**src/kalman_cv_angle_rate_defines.svh**
```systemverilog
// Assertion macros for the angle/rate Kalman filter.
`ifndef KALMAN_CV_ANGLE_RATE_DEFINES_SVH
`define KALMAN_CV_ANGLE_RATE_DEFINES_SVH
`ifndef SYNTH
`define KCV_ASSERT_IMP(label, clk, rst_n, a, c) \
    label: assert property (@(posedge clk) disable iff (!rst_n) (a) |-> (c)) \
        else $error("assertion failed");
`define KCV_ASSERT_NXT(label, clk, rst_n, a, c) \
    label: assert property (@(posedge clk) disable iff (!rst_n) (a) |=> (c)) \
        else $error("assertion failed");
`else
`define KCV_ASSERT_IMP(label, clk, rst_n, a, c)
`define KCV_ASSERT_NXT(label, clk, rst_n, a, c)
`endif
`endif

```
**src/kcv_pkg.sv**
```systemverilog
// Shared types, codes and constants of the angle/rate Kalman filter.
`default_nettype none
package kcv_pkg;
    localparam int FRAC_BITS_DEF = 16;
    localparam int ADDR_W = 5;

    typedef enum logic [1:0] {
        KIND_INIT    = 2'd0,
        KIND_PREDICT = 2'd1,
        KIND_UPDATE  = 2'd2,
        KIND_FORCE   = 2'd3
    } kind_t;

    localparam logic [ADDR_W-1:0] ADDR_QAA = 5'd0;
    localparam logic [ADDR_W-1:0] ADDR_QAR = 5'd4;
    localparam logic [ADDR_W-1:0] ADDR_QRA = 5'd8;
    localparam logic [ADDR_W-1:0] ADDR_QRR = 5'd12;
    localparam logic [ADDR_W-1:0] ADDR_RN  = 5'd16;

    // Datapath operations, one per sequencer step.
    typedef enum logic [4:0] {
        OP_NONE,
        OP_INIT,
        OP_FORCE,
        OP_P_MUL_VC,   // m = v*c -> t0 = a + m
        OP_P_MUL_VD,   // m = v*d -> t1 = b + m, t2 = c + m
        OP_P_MUL_VT1,  // m = v*t1 -> a' = t0 + m + Qaa
        OP_P_MUL_VR,   // m = v*rate -> angle += m, commit cov
        OP_U_CHECK,    // S = a + R, latch y
        OP_U_DIV0,     // start k0 division
        OP_U_K0,       // latch k0, start k1 division
        OP_U_K1,       // latch k1
        OP_U_MUL_K0Y,
        OP_U_MUL_K1Y,
        OP_U_MUL_K0A,
        OP_U_MUL_K0B,
        OP_U_MUL_K1A,
        OP_U_MUL_K1B
    } op_t;

    typedef enum logic [2:0] {
        ST_IDLE,
        ST_EXEC,
        ST_MUL,
        ST_DIV,
        ST_OUT
    } state_t;

    typedef struct packed {
        op_t  op;
        logic mul_start;
        logic div_start;
        logic out_load;
    } cmd_t;

    typedef struct packed {
        logic mul_done;
        logic div_done;
        logic s_bad;
    } stat_t;

    // Clamp a 66-bit signed value to 32 bits.
    function automatic logic [32:0] sat32(input logic signed [65:0] v);
        logic [32:0] r;
        if (v > 66'sd2147483647) r = {1'b1, 32'h7fffffff};
        else if (v < -66'sd2147483648) r = {1'b1, 32'h80000000};
        else r = {1'b0, v[31:0]};
        return r;
    endfunction
endpackage
`default_nettype wire

```
**src/kcv_ctrl.sv**
```systemverilog
// Sequencer of the filter: walks the steps of each item kind.
`default_nettype none
module kcv_ctrl (
    input  wire logic          clk,
    input  wire logic          rst_n,
    input  wire logic          in_fire,
    input  wire logic [1:0]    in_kind,
    input  wire logic          out_fire,
    input  wire kcv_pkg::stat_t stat,
    output kcv_pkg::cmd_t      cmd,
    output logic               in_ready,
    output logic               out_valid
);
    import kcv_pkg::*;
    state_t state_reg, state_next;
    op_t    op_reg, op_next;
    logic   ov_reg, ov_next;

    always_ff @(posedge clk or negedge rst_n)
    begin
        if (!rst_n)
        begin
            state_reg <= ST_IDLE;
            op_reg    <= OP_NONE;
            ov_reg    <= 1'b0;
        end
        else
        begin
            state_reg <= state_next;
            op_reg    <= op_next;
            ov_reg    <= ov_next;
        end
    end

    always_comb
    begin
        state_next = state_reg;
        op_next    = op_reg;
        ov_next    = ov_reg;
        cmd        = '{op: OP_NONE, mul_start: 1'b0, div_start: 1'b0, out_load: 1'b0};
        in_ready   = (state_reg == ST_IDLE) && !ov_reg;
        if (out_fire)
            ov_next = 1'b0;
        unique case (state_reg)
            ST_IDLE:
                if (in_fire)
                begin
                    state_next = ST_EXEC;
                    unique case (kind_t'(in_kind))
                        KIND_INIT:    op_next = OP_INIT;
                        KIND_PREDICT: op_next = OP_P_MUL_VC;
                        KIND_UPDATE:  op_next = OP_U_CHECK;
                        KIND_FORCE:   op_next = OP_FORCE;
                    endcase
                end
            ST_EXEC:
            begin
                cmd.op = op_reg;
                unique case (op_reg) inside
                    OP_INIT, OP_FORCE: state_next = ST_OUT;
                    OP_U_CHECK: op_next = OP_U_DIV0;
                    OP_U_DIV0:
                        if (stat.s_bad) state_next = ST_OUT;
                        else
                        begin
                            cmd.div_start = 1'b1;
                            op_next = OP_U_K0;
                            state_next = ST_DIV;
                        end
                    default:
                    begin
                        cmd.mul_start = 1'b1;
                        state_next = ST_MUL;
                    end
                endcase
            end
            ST_DIV:
            begin
                cmd.op = op_reg;
                if (stat.div_done)
                begin
                    if (op_reg == OP_U_K0)
                    begin
                        cmd.div_start = 1'b1;
                        op_next = OP_U_K1;
                    end
                    else
                    begin
                        op_next = OP_U_MUL_K0Y;
                        state_next = ST_EXEC;
                    end
                end
            end
            ST_MUL:
            begin
                cmd.op = op_reg;
                if (stat.mul_done)
                begin
                    state_next = ST_EXEC;
                    unique case (op_reg)
                        OP_P_MUL_VC:  op_next = OP_P_MUL_VD;
                        OP_P_MUL_VD:  op_next = OP_P_MUL_VT1;
                        OP_P_MUL_VT1: op_next = OP_P_MUL_VR;
                        OP_U_MUL_K0Y: op_next = OP_U_MUL_K1Y;
                        OP_U_MUL_K1Y: op_next = OP_U_MUL_K0A;
                        OP_U_MUL_K0A: op_next = OP_U_MUL_K0B;
                        OP_U_MUL_K0B: op_next = OP_U_MUL_K1A;
                        OP_U_MUL_K1A: op_next = OP_U_MUL_K1B;
                        default:      state_next = ST_OUT;
                    endcase
                end
            end
            ST_OUT:
            begin
                if (!ov_reg)
                begin
                    cmd.out_load = 1'b1;
                    ov_next = 1'b1;
                    state_next = ST_IDLE;
                end
            end
            default: state_next = ST_IDLE;
        endcase
    end

    assign out_valid = ov_reg;
endmodule
`default_nettype wire

```
**config.mk**
```make
export PLATFORM = sky130hd
export DESIGN_NAME = kcv_ctrl
export DESIGN_NICKNAME = d
export VERILOG_FILES = /design/src/kalman_cv_angle_rate_defines.svh /design/src/kcv_pkg.sv /design/src/kcv_ctrl.sv
export SDC_FILE = /design/constraint.sdc
export NUM_CORES = 1
export LEC_CHECK = 0
export CAP_MARGIN = 15
export CELL_PAD_IN_SITES_DETAIL_PLACEMENT = 2
export CELL_PAD_IN_SITES_GLOBAL_PLACEMENT = 2
export CORE_MARGIN = 5
export CORE_UTILIZATION = 34
export DETAILED_ROUTE_END_ITERATION = 10
export DONT_BUFFER_PORTS = 1
export MAX_ROUTING_LAYER = met4
export PLACE_DENSITY_LB_ADDON = 0.3
export SLEW_MARGIN = 20
export SYNTH_ARGS = -nofsm -noshare
export SYNTH_HDL_FRONTEND = slang
export SYNTH_SLANG_ARGS = --single-unit
```
**constraint.sdc**
```tcl
create_clock -name clk -period 2.2 [get_ports clk]
set_clock_uncertainty 0.2 [all_clocks]
set_input_delay 0.22 -clock clk [delete_from_list [all_inputs] [get_ports clk]]
set_output_delay 0.22 -clock clk [all_outputs]
set_load 0.005 [all_outputs]
```
==> results of run 1 <==
-- synthesized netlist by cell type (all sizes together) (2+ instances only) --
cell type  count  area [um2]
nor3          10        50.1
dfrtp          9         225
o21ai          9        48.8
nor2           8        30.0
nand2          6        22.5
nand2b         6        37.5
a21oi          5        25.0
clkbuf         5        18.8
inv            4        15.0
nor4           4        31.3
and2           3        18.8
buf            3        15.0
nor2b          3        18.8
nor3b          3        22.5
o31ai          3        22.5
a211oi         2        15.0
mux2i          2        20.0
o211ai         2        20.0
-- metrics by stage --
step | instances | setup WS, ns | instance area (um2) | util | hold WS, ns
2_1_floorplan | 106 | 0.187 | 837 | - | -0.276
3_3_place_gp | 141 | 0.185 | 938 | 0.389 | -0.275
3_5_place_dp | 141 | 0.120 | 938 | 0.389 | -0.275
4_1_cts | 147 | 0.0792 | 985 | 0.409 | 0.00715
5_1_grt | 147 | 0.0136 | 998 | 0.414 | 0.0233
6_report | 147 | 0.0908 | 998 | 0.414 | 0.00793
-- area by class of cell --
cell class	instances	area, um2
fillers	282	1410
repair buffers	15	118
multi-input cells	85	577
inverters	4	15.0
flip-flops and latches	9	225
clock buffers	4	26.3
well taps	30	37.5
-- worst register-to-register path: stages (launching register included) --
cell	delay [ns]
sky130_fd_sc_hd__dfrtp_1	0.40
sky130_fd_sc_hd__or4b_4	0.59
sky130_fd_sc_hd__o311ai_4	0.34
sky130_fd_sc_hd__o211ai_4	0.16
sky130_fd_sc_hd__o21ai_0	0.18
sky130_fd_sc_hd__o21ai_0	0.11
-- cell families after synthesis --
| kind of cell | synth area share |
|---|---|
| multiplexers | 0.0239 |
| XOR/XNOR | 0.0105 |
| flip-flops | 0.269 |
| AO/OA/AOI/OAI | 0.293 |
| buffers and inverters | 0.0583 |
| AND/OR/NAND/NOR | 0.345 |
-- power by group through the flow --
stage               combinational, W  sequential (W)  clock, W
floorplan                   0.000748        0.000292         0
global placement             0.00106        0.000312         0
detailed placement           0.00110        0.000330         0
CTS                          0.00112        0.000330  0.000143
global route                 0.00127        0.000337  0.000150
finish                       0.00117        0.000330  0.000146
-- path summary, 6_finish.rpt --
check | to
hold reg to reg | out_valid
max in group asynchronous | op_reg[4]
hold / removal | op_reg[0]
setup / recovery | cmd[1]
min in group asynchronous | state_reg[1]
setup reg to reg | op_reg[1]
-- what timing repair did --
action,in CTS,in global routing
hold buffers,2,0
setup buffers,0,0
endpoints found under the setup margin,0,1
hold endpoints to repair,10,0
resized for setup,0,2
-- layer usage --
metal  part of all wire  GRT usage
met5                  0          -
met4             0.0093     0.0759
met3              0.023     0.0218
met2               0.49      0.321
met1               0.48      0.263
==> run summary, run 1 <==
The growth of design area from synthesis to finish is 19.3%. Together, buffers and inverters on the worst path number 0. After the first detailed-routing iteration, the DRC count stood at 27. Cell internal power was estimated by the tool at 0.000778 W. The worst-case reg-to-reg path depth is 5. The flow ran to the end, and the final reports show no timing, DRC or antenna violations. Counting flops with a built-in enable in the synthesized netlist gives 0. Summed over all cells, the static leakage comes to 0.400 nW.

The number of global-route vias before repair is 980. The pin count of the biggest net entering global routing is 15. The number of cells produced by synthesis came out at 106.

In this run, CTS created clock tree buffers numbering 3. In the routed layout, each cell is associated on average with a via count of 6.07. Setup total negative slack on the finished layout was measured at 0 ns. The per-cell routed wire length is 22.7 um.

Leaving out fill and tap cells, the most frequent cell in the layout is sky130_fd_sc_hd__buf_4. Global routing finished with a remaining overflow of 0. The number of antenna violations at the first check in global routing was 0. 19 I/O pins were placed. Measured against its own limit, the worst slew margin works out to 0.652. Buffers placed on the I/O ports in this run total 0. The worst setup path is captured at an output pin.

The weighted congestion at the end of routability-driven global placement is 0.823. The die covers 3550 um2. Synthesis inferred 9 register bits. The most used flip-flop cell after synthesis is sky130_fd_sc_hd__dfrtp_1.

After synthesis the cells add up to 837 um2. Counting instances, the worst hold path has a depth of 3. Of the cells placed in the final design, the portion with a size suffix greater than 1 is 0.188. The total of endpoints with negative setup slack in the final report is 0. The worst reg-to-reg setup slack is 0.09 ns. The slew at the pin closest to its max-slew limit is 0.515 ns. The remaining antenna violation count came out at 0. TritonCTS built the clock tree. The synthesized netlist contains 40 unique library cells. For this run, the slowest stage of the critical path takes 0.59 ns. The slowest stage of the critical path is the sky130_fd_sc_hd__or4b_4 cell. Setup repair after global routing left no endpoint under its margin. The critical path goes through or4b_4 > nor4_1 > a31oi_1 > nor2_1.

The row count is 18. The first-pass iteration count of the detailed router is 4. The clock transition at the registers of the reported paths came out at 0.07 ns. The critical register-to-register path startpoint is op_reg[2]. The maximum level of the CTS H-tree is 1. Clock tree synthesis found a total of 9 sinks. The ratio of total power to cell area came out at 1650 nW/um2. After detailed routing, the number of remaining DRC violations is 0.

The maximum vdd drop came out at 543 uV. The combinational cell fraction of total power came out at 0.710. In this run the most critical hold path is launched from in_kind[1]. The height of the die is 59.6 um. After synthesis, the mean cell area works out to 7.90 um2.

The data required time at the worst endpoint came out at 1.78 ns. The share of total power dissipated in sequential elements is 0.201. The total power draw came out at 0.00164 W. The count of antenna diodes in the layout came out at 0. The class of the most critical setup path is reg2out. The effective utilization at floorplan came out at 0.347. The placeable core region came out at 2410 um2. The final worst-path cycle share came out at 0.959. The launching element type of the critical path is a flop.

The Yosys step of the flow raised 0 warnings. The path length in cells of the critical path is 4. The sequential share of the synthesized area came out at 0.269. The CTS root buffer is sky130_fd_sc_hd__clkbuf_4.

Clock latency on the worst-skew pair, taken at its later pin, is 0.28 ns. The data arrival time of the critical path is 1.69 ns. The number of max-capacitance violations reported came out at 0. The number of flip-flops under the largest register name came out at 5. From left edge to right edge, the die measures 59.6 um. Tracing the worst setup path back leads to its startpoint at op_reg[2]. The portion of total power attributed to the clock network is 0.089. The maximum net fanout on the critical path came out at 4. The HPWL after detailed placement came out at 2470 um. The async set or reset register ratio after synthesis is 1.00. The number of pins exceeding their max-slew limit in the final report is 0.

The clock passes through at most 2 buffers. The timing-limited maximum frequency came out at 474 MHz. The smallest clock period supported by the final layout is computed as 2.11 ns. The number of vias after detailed routing came out at 892. The kind of path behind the tightest hold check is in2reg.

The count of final hold-check violations is 0. The sum of routed wire length over all layers is 3340 um. The first global-routing pass estimated 5110 um of wire. For this design the total switching power over the nets is 0.000865 W. The global-route total usage across every layer is 0.202. The post-synthesis net count is 115. The fraction of power spent switching nets is 0.526. The top cell types in the final layout, fill and taps aside, are sky130_fd_sc_hd__buf_4 (13), sky130_fd_sc_hd__nor3_1 (10), sky130_fd_sc_hd__dfrtp_1 (9), sky130_fd_sc_hd__nor2_1 (8), sky130_fd_sc_hd__o21ai_0 (8). The kind of cell with the highest combined delay along the critical path is simple AND/OR/NAND/NOR gates.

The final layout net count came out at 127.
Power figures use the tool's default switching activity.
==> run 2: changes to the inputs <==
Settings changed: ABC_AREA set to 1, CORE_UTILIZATION 34 to 32, PLACE_DENSITY_LB_ADDON 0.3 to 0.1.
==> run 2 against run 1 <==
Effect of this change: combinational power is 32% lower; via count is 3.3% lower; final cell count is 13% higher; global-route usage is 3.4 points lower; critical path depth is 2 higher; routed wire length is 18% lower; non-clock buffer count is 13 lower; final area is 7.9% lower; maximum frequency is 6.7% higher; sequential share of layout area is 1.9 points higher; worst setup slack better by 0.13 ns.
==> run summary, run 2 <==
The number of pins exceeding their max-slew limit in the final report came out at 0 (unchanged). The cell type with the largest total area after synthesis is sky130_fd_sc_hd__dfrtp_1. The flow ran to the end, and the final reports show no timing, DRC or antenna violations. The min-delay analysis places its worst path in the category in2reg. The kind of cell with the highest combined delay on the critical path is simple AND/OR/NAND/NOR gates. The top-level I/O count came to 19 (unchanged). The CTS buffer count was 3 (unchanged). The count of cells resized by post-cts repair came to 0 (unchanged). STA classifies the critical path endpoint as an output pin. The number of buffers inserted for hold repair after clock tree synthesis is 2 (unchanged). The met3 routed wirelength is 87 um (+12%). The CTS tree is yes. The number of enable-type register cells in the synthesized netlist came to 0 (unchanged). The source-to-sink clock delay at the later pin of the worst-skew pair is 0.26 ns (-0.02 ns). The highest metal layer carrying signal wires in the routed design is met4.

The number of flip-flops under the largest register name came to 5 (unchanged). Ranked by instance count, the synthesized netlist is headed by sky130_fd_sc_hd__nand2_1 (38), sky130_fd_sc_hd__nand3_1 (23), sky130_fd_sc_hd__inv_1 (14), sky130_fd_sc_hd__nor2_1 (14), sky130_fd_sc_hd__dfrtp_1 (9). The slew at the pin closest to its max-slew limit is 0.452 ns (-0.0631 ns). The maximum net fanout on the critical path was 7 (+3).

The leading cell type by number of instances after synthesis is sky130_fd_sc_hd__nand2_1. The final design instance area without fill came out at 920 um2 (-7.9%). The remaining antenna violation count came out at 0 (unchanged).

The effective utilization at floorplan came out at 0.338 (-0.00955). The combined buffer and inverter count along the critical path was 1 (+1). The final layout net count came out at 146 (+15%).

The iteration-0 DRC count of the detailed router came out at 57 (+110%). The launching element type of the critical path is a flop. The critical register-to-register path startpoint is op_reg[3].

The first-pass iteration count of the detailed router is 4 (unchanged). The per-cell routed wire length is 16.5 um (-27%). The number of fillers in the final layout came out at 317 (+12%).

The height of the die is 61.6 um (+3.3%). The number of register bits inferred by synthesis is 9 (unchanged). The first-pass GRT wire length came out at 4510 um (-12%). The sequential cell area came out at 225 um2 (unchanged).

The post-synthesis net count came out at 141 (+23%). The final period demand of the worst path came out at 1.98 ns (-0.132 ns). The number of cells produced by synthesis came out at 132 (+25%).

The count of synthesis-stage warnings from yosys is 0 (unchanged). The class of the most critical setup path is reg2out. Walking the worst path, the cells encountered are inv_1 > nor2_1 > nand3_1 > nor2_1 > nand2_1 > nand2_1. The number of buffers on the longest clock path is 2 (unchanged).

The row count came out at 18 (unchanged). The count of buffers inserted at the top-level ports is 0 (unchanged). The total of endpoints with negative setup slack in the final report is 0 (unchanged). The count of antenna diodes in the layout came to 0 (unchanged). The startpoint identified for the worst hold timing path is in_kind[0]. The placeable core region came out at 2520 um2 (+4.7%). The sequential share of the synthesized area came out at 0.264 (-0.00474).

The total die area came out at 3790 um2 (+6.8%). The number of library cell types mapped by synthesis is 26 (-35%). The number of remaining DRC errors is 0 (unchanged). The sum of routed wire length over all layers is 2740 um (-18%).

The clock transition at the registers of the reported paths came out at 0.06 ns (about the same). The final worst-path cycle share came to 0.899 (-0.0601). The maximum vdd drop came out at 600 uV (+11%). The worst-case headroom to the max-slew limit came out at 0.697 (+0.0459).

The setup slack of the critical path after layout is 0.223 ns (+0.132 ns). By area the synthesized netlist is led by sky130_fd_sc_hd__dfrtp_1 (26%), sky130_fd_sc_hd__nand2_1 (17%), sky130_fd_sc_hd__nand3_1 (14%), sky130_fd_sc_hd__inv_1 (6.2%), sky130_fd_sc_hd__nor2_1 (6.2%). Setup repair after global routing left no endpoint under its margin. The count of final hold-check violations came to 0 (unchanged).

The weighted congestion at the end of routability-driven global placement came out at 0.792 (-3.8%). Leaving out fill and tap cells, the most frequent cells in the layout are sky130_fd_sc_hd__nand2_1 (38), sky130_fd_sc_hd__nand3_1 (23), sky130_fd_sc_hd__inv_1 (14), sky130_fd_sc_hd__nor2_1 (14), sky130_fd_sc_hd__dfrtp_1 (9). The number of max-capacitance violations reported is 0 (unchanged). The overall overflow remaining after global route is 0 (unchanged).

The number of vias per cell came to 5.20 (-14%). The clock sink count is 9 (unchanged). The data arrival time of the critical path is 1.56 ns (-0.13 ns).

The synthesized area per cell came out at 6.46 um2 (-18%). The instance area after placement came out at 873 um2 (-6.9%). The leakage component of the power was 0.460 nW (+15%). The critical-path cell with the highest stage delay is sky130_fd_sc_hd__dfrtp_1. The ratio of cells with drive above 1 in the final layout is 0.147 (-0.0410). The cell area after synthesis came to 852 um2 (+1.8%). The wire length on met1 is 1230 um (-23%). The post-CTS setup buffer count came out at 0 (unchanged). The die outline width is 61.6 um (+3.3%). The critical path launch point is op_reg[3]. The ratio of total power to cell area is 1390 nW/um2 (-15%). The area share of the leading cell type in the synthesized netlist came to 0.264 (-0.00474). The pre-CTS worst setup slack is 0.340 ns (+0.219 ns). The HPWL after detailed placement came out at 2280 um (-7.5%). The async set or reset register ratio after synthesis came out at 1.00 (unchanged). Clock tree synthesis selected as its root buffer the cell sky130_fd_sc_hd__clkbuf_4.

The timing-limited maximum frequency is 506 MHz (+6.7%). Leaving out fill and tap cells, the most frequent cell in the layout is sky130_fd_sc_hd__nand2_1. The global-route total usage across every layer came out at 0.168 (-0.0335). For this run, the leading register cell type out of synthesis is sky130_fd_sc_hd__dfrtp_1. The data required time at the worst endpoint is 1.78 ns (about the same).

The number of vias after detailed routing was 863 (-3.3%). The number of global-route vias before repair is 960 (-2.0%). The routed length on met2 came out at 1410 um (-14%). The setup TNS is 0 ns (unchanged).

The maximum level of the CTS H-tree came out at 1 (unchanged). The pin count of the biggest net entering global routing came out at 10 (-5). The growth of design area from synthesis to finish came out at 7.93%. The number of antenna violations at the first check in global routing came to 0 (unchanged). The longest individual stage delay on the worst path is 0.47 ns (-0.12 ns). The area of the multi-input gates came out at 544 um2 (-5.6%).
-- run 2: changes by cell type in the layout (fill, tap and decap cells not counted), sizes merged, moves of 3 or more --
| cell | delta |
|---|---|
| a21oi | -4 |
| and2 | -3 |
| buf | -13 |
| inv | +13 |
| nand2 | +35 |
| nand2b | -6 |
| nand3 | +24 |
| nor2 | +13 |
| nor2b | -3 |
| nor3 | -9 |
| nor3b | -3 |
| nor4 | -3 |
| o31ai | -3 |
-- run 2: path summary, 6_finish.rpt --
check                               end  slack, ns  cells after the start
max in group asynchronous     op_reg[2]       1.34                      1
min reg2reg                   op_reg[4]       0.36                      2
min                           op_reg[1]        0.1                      4
max                              cmd[1]       0.22                      6
max reg2reg                   op_reg[3]       0.33                      8
min in group asynchronous  state_reg[2]       0.15                      1
-- run 2: cells by family (layout without fill, tap and decap cells) --
| family | count (synthesis) | in the layout | synth area share |
|---|---|---|---|
| DFF | 9 | 9 | 0.264 |
| AOI/OAI and AO/OA | 11 | 11 | 0.0734 |
| buffers and inverters | 19 | 23 | 0.0969 |
| xor gates and xnor gates | 1 | 1 | 0.0103 |
| and+or+nand+nor | 92 | 92 | 0.555 |
-- run 2: where the power goes --
part	switching (W)	internal, W	total [W]
sequential	0.000127	0.000227	0.000354
combinational	0.000543	0.000258	0.000801
clock	0.0000554	0.0000697	0.000125
total	0.000726	0.000554	0.00128
-- run 2: worst register-to-register path, stage by stage, from the launching register on --
cell,delay (ns)
sky130_fd_sc_hd__dfrtp_1,0.46
sky130_fd_sc_hd__nor2_1,0.35
sky130_fd_sc_hd__nand3_1,0.19
sky130_fd_sc_hd__nand3_2,0.12
sky130_fd_sc_hd__nand2_2,0.09
sky130_fd_sc_hd__nor2_8,0.14
sky130_fd_sc_hd__nand2_4,0.08
sky130_fd_sc_hd__nand2_1,0.06
sky130_fd_sc_hd__nand2_1,0.05
-- run 2: layout make-up --
| cell class | count | area share |
|---|---|---|
| multi-input combinational | 104 | 0.592 |
| tap | 30 | 0.0408 |
| timing repair buffer | 2 | 0.0218 |
| sequential | 9 | 0.245 |
| inverter | 17 | 0.0721 |
| clock buffer | 4 | 0.0286 |
-- run 2: metrics by stage --
stage,instances,hold WS [ns],total power (W),util
floorplan,132,-0.276,0.000967,-
global placement,160,-0.275,0.00113,0.346
detailed placement,160,-0.275,0.00117,0.346
CTS,166,0.0932,0.00131,0.365
global route,166,0.112,0.00142,0.365
finish,166,0.0980,0.00128,0.365
-- run 2: layer usage --
layer / vias up / global-route usage
met4: 0 / 0.0273
met2: 15 / 0.293
met3: 2 / 0.0377
met5: - / -
li1: 433 / -
met1: 413 / 0.201
